===== src/rtl/core/pairwise_line_intersection_defines.svh =====
// assertion macros for the pairwise line intersection block
// no dependencies, taken in by the top level with an include
`ifndef PAIRWISE_LINE_INTERSECTION_DEFINES_SVH
`define PAIRWISE_LINE_INTERSECTION_DEFINES_SVH

// same-cycle implication, quiet during reset
`define PLI_ASSERT_NOW(label, clk, rst_n, ante, cons, msg) \
    label: assert property (@(posedge clk) disable iff (!rst_n) (ante) |-> (cons)) \
        else $error(msg);

// next-cycle implication, quiet during reset
`define PLI_ASSERT_NEXT(label, clk, rst_n, ante, cons, msg) \
    label: assert property (@(posedge clk) disable iff (!rst_n) (ante) |=> (cons)) \
        else $error(msg);

`endif


===== src/rtl/core/pli_ram.sv =====
// generic single-port-write, single-port-read ram with registered read
// no dependencies
`timescale 1ns / 1ps

module pli_ram #(
    parameter int WIDTH = 60,
    parameter int DEPTH = 32
) (
    input  logic                                    i_clk,
    input  logic                                    i_wr_en,
    input  logic [((DEPTH > 1) ? $clog2(DEPTH) : 1)-1:0] i_wr_addr,
    input  logic [WIDTH-1:0]                        i_wr_data,
    input  logic                                    i_rd_en,
    input  logic [((DEPTH > 1) ? $clog2(DEPTH) : 1)-1:0] i_rd_addr,
    output logic [WIDTH-1:0]                        o_rd_data
);

    logic [WIDTH-1:0] r_mem [DEPTH];
    logic [WIDTH-1:0] r_rd_data;

    always_ff @(posedge i_clk) begin
        if (i_wr_en) begin
            r_mem[i_wr_addr] <= i_wr_data;
        end
        if (i_rd_en) begin
            r_rd_data <= r_mem[i_rd_addr];
        end
    end

    assign o_rd_data = r_rd_data;

endmodule


===== config.mk =====
export PLATFORM = sky130hd
export DESIGN_NAME = pli_ram
export DESIGN_NICKNAME = d
export VERILOG_FILES = /design/src/rtl/core/pairwise_line_intersection_defines.svh /design/src/rtl/core/pli_ram.sv
export SDC_FILE = /design/constraint.sdc
export NUM_CORES = 2
export LEC_CHECK = 0
export BUFFER_PORTS_ARGS = -buffer_cell sky130_fd_sc_hd__buf_4
export CAP_MARGIN = 10
export CORE_MARGIN = 2
export CORE_UTILIZATION = 55
export DETAILED_ROUTE_END_ITERATION = 7
export PLACE_DENSITY = 0.81
export REMOVE_ABC_BUFFERS = 1
export SLEW_MARGIN = 20
export SYNTH_ARGS = -nofsm -noshare
export SYNTH_HDL_FRONTEND = slang
export SYNTH_SLANG_ARGS = --single-unit

===== constraint.sdc =====
create_clock -name i_clk -period 4.9 [get_ports i_clk]
set_input_delay 0 -clock i_clk [delete_from_list [all_inputs] [get_ports i_clk]]
set_output_delay 0 -clock i_clk [all_outputs]
set_load 0.03 [all_outputs]

==> impl_results.md <==
* # clock sinks at roughly 2000
* Vias post-DR at between 40000 and 50000
* Setup Skew at roughly 0.029 ns
* Total power draw at 35000 uW
* Clock Path Buffers at 3
* Most frequent cells in the layout: edfxtp_1 (1980), mux2i_1 (960), clkbuf_16 (186), buf_4 (185), nand3_1 (182)
* Achievable frequency at 340 MHz
* P per Cell Area at roughly 410 mW/mm^2
* Sw Pwr at 7500 uW
* Final net count at ~4500
* Reg power frac at between 50% and 60%
* Detail Route Antenna Nets at 0
* Peak supply drop at 0.303 mV
* Worst hold-check path type: input pin to register
* CP endpoint kind: register
* Tmin final at around 3 ns
* CP Class: input pin to register
* Fin. max-slew vios at 0
* Hold WS at 0.0417 ns
* Fin crit share at ~60%
* Post-synthesis instance total at 4195
* Worst Path Max Fanout at 38
* Worst EP required at 5.33 ns
* Post-cts resize count at 0
* Global route overflow at 0
* DIE AREA at 0.142 sq mm
* Tot GR Track Use at between 20% and 30%
* Outcome: finished clean
* Clk network pwr share at 40.4%
* Gate power share at under 10%
* Slew margin rel. at between 20% and 30%
* Lkg Pwr at roughly 0.03 uW
* CTS root buf: clkbuf_16
* Synthesis-stage register bit count at slightly below 2000
* DRT Wirelength at around 190 mm
* Sequential area share after synthesis at around 78%
* Number of port buffers at roughly 130
* Avg Inst Size Synth at around 18 sq um
* Synth Cell Area at approximately 0.076 sq mm
* Number of max-cap violations at 0
* Pin count of the biggest net entering global routing at 100
* Layout Cells excl Fill at roughly 6400
* H-tree depth at 4
* CTS Buf Count at between 150 and 200
* Reg area at just under 0.06 sq mm
* Filler instances at roughly 9000
* WL/cell at roughly 29 um
* RSZ-0062 raised after global routing: false
* First-pass DRT Iterations at 5
* Gpl congestion at just under 0.8
* Ports at roughly 130
* Worst Tran Pin Value at 1.13 ns
* Sw Ratio at roughly 21%
* Skew-Pair Late Insertion Delay at ~0.82 ns
* Placed Cells incl. Taps at slightly below 6000
* Startpoint Class: input pin
* Vias per std cell at approximately 6.4
* Endpoints failing hold at 0
* # setup viols final at 0
* Synth warn at 0
* Cell internal pwr at ~28000 uW
* DRT iter0 DRCs at ~5700
* Critical path arrival at about 3.4 ns
* Commonest non-fill, non-tap cell in the layout: edfxtp_1
* Die H at between 300 and 400 um
* DRC viols at 0
* Layout cell share with drive strength beyond 1 at a little under an eighth
* Setup TNS at 0 ns
* Number of global-route vias before repair at between 40000 and 50000
* Initial Util at 55.6%
* Antenna violations before repair at 6
* Netlist cell types at 25
* CTS tree: yes
* Core area at 0.138 sq mm
* First-pass GRT wire length at roughly 270 mm
* Multi-input logic area at ~0.016 sq mm
* FP Rows at 136
* Dpl hpwl at between 90 and 100 mm
* Clock-pin slew on the worst setup and hold paths at around 0.060 ns
* Area Growth Syn to Fin at 12.6%
* Die Width at 377 um
sequential cells by signal, indices dropped and copies added, names as in the netlist:
register   count
o_rd_data     60
r_mem       1920
routing by layer:
layer	GRT usage, %	vias to the layer above	part of all wire [%]
met4	9.86	10	3.7
met5	0	-	0.038
met1	34.9	20638	38
li1	-	17217	-
met3	5.34	378	10
met2	41.2	2640	48
worst paths after layout:
| check | start | end | slack [ns] | depth (start not counted) |
|---|---|---|---|---|
| setup / recovery | i_wr_addr[4] | r_mem[9][29] | 1.96 | 6 |
| hold / removal | i_wr_addr[3] | r_mem[26][9] | 0.04 | 3 |
| setup reg to reg | r_mem[1][6] | o_rd_data[6] | 3.34 | 5 |
| hold reg to reg | r_mem[17][35] | o_rd_data[35] | 0.67 | 4 |
area by class of cell:
type                            instances  share of cell area (%)
Timing Repair Buffer                  288                    3.22
Sequential cell                      1980                    69.0
Tap cell                             1794                    2.61
Antenna cell                            1                 0.00290
Multi-Input combinational cell       1973                    18.2
Clock buffer                          231                    5.60
Clock inverter                        105                    1.32
metrics by stage:
stage | area (sq um) | setup WS, ns | utilization (%)
after detailed placement | 79400 | 2.00 | 57.7
after global placement | 79400 | 2.02 | 57.7
after global routing | 86100 | 1.94 | 62.6
final | 86100 | 1.96 | 62.6
after CTS | 86100 | 2.04 | 62.5
after floorplan | 74900 | -4.11 | -
critical path: stages:
cell           delay, ns
dlygate4sd3_1       0.64
buf_4               0.20
or3b_2              0.48
dlygate4sd3_1       0.70
nor2_4              0.65
buf_4               0.64
Yosys cell counts:
cell / instances / area (sq um)
a21oi_1: 180 / 901
or3b_2: 3 / 26.3
nor2_2: 1 / 6.26
buf_8: 1 / 15.0
mux2i_1: 960 / 9610
a22oi_1: 180 / 1350
a22o_1: 120 / 1050
clkbuf_1: 73 / 274
buf_1: 6 / 22.5
buf_4: 43 / 323
nor2b_1: 2 / 12.5
or2_2: 1 / 6.26
a31oi_1: 60 / 375
nand2b_1: 2 / 12.5
or3_1: 1 / 6.26
nand2_1: 182 / 683
nand3_1: 182 / 911
edfxtp_1: 1980 / 59500
clkbuf_4: 9 / 67.6
and2_1: 1 / 6.26
buf_6: 55 / 619
nor3_1: 60 / 300
buf_2: 55 / 275
nand3b_1: 5 / 37.5
nor2_1: 33 / 124
cells by family (layout without fill, tap and decap cells):
kind of cell,Yosys count,after routing,share of synthesized area (%)
simple gates,473,473,2.79
buf+inv,242,624,2.09
other cells,0,1,0
flops,1980,1980,77.7
compound gates,540,540,4.81
mux,960,960,12.6
power groups by stage:
stage | logic (uW) | registers [uW] | clock network [uW]
after floorplan | 788 | 19400 | 0
after global placement | 1770 | 19300 | 0
after detailed placement | 1820 | 19300 | 0
after CTS | 1890 | 19000 | 14200
after global routing | 2000 | 19000 | 14800
final | 1900 | 19000 | 14100
repair_timing:
| action | in CTS | in global routing |
|---|---|---|
| hold endpoints to repair | 2000 | 0 |
| buffers inserted | 0 | 0 |
| hold buffers | 67 | 0 |
No activity file was read; power rests on OpenSTA's default activity.
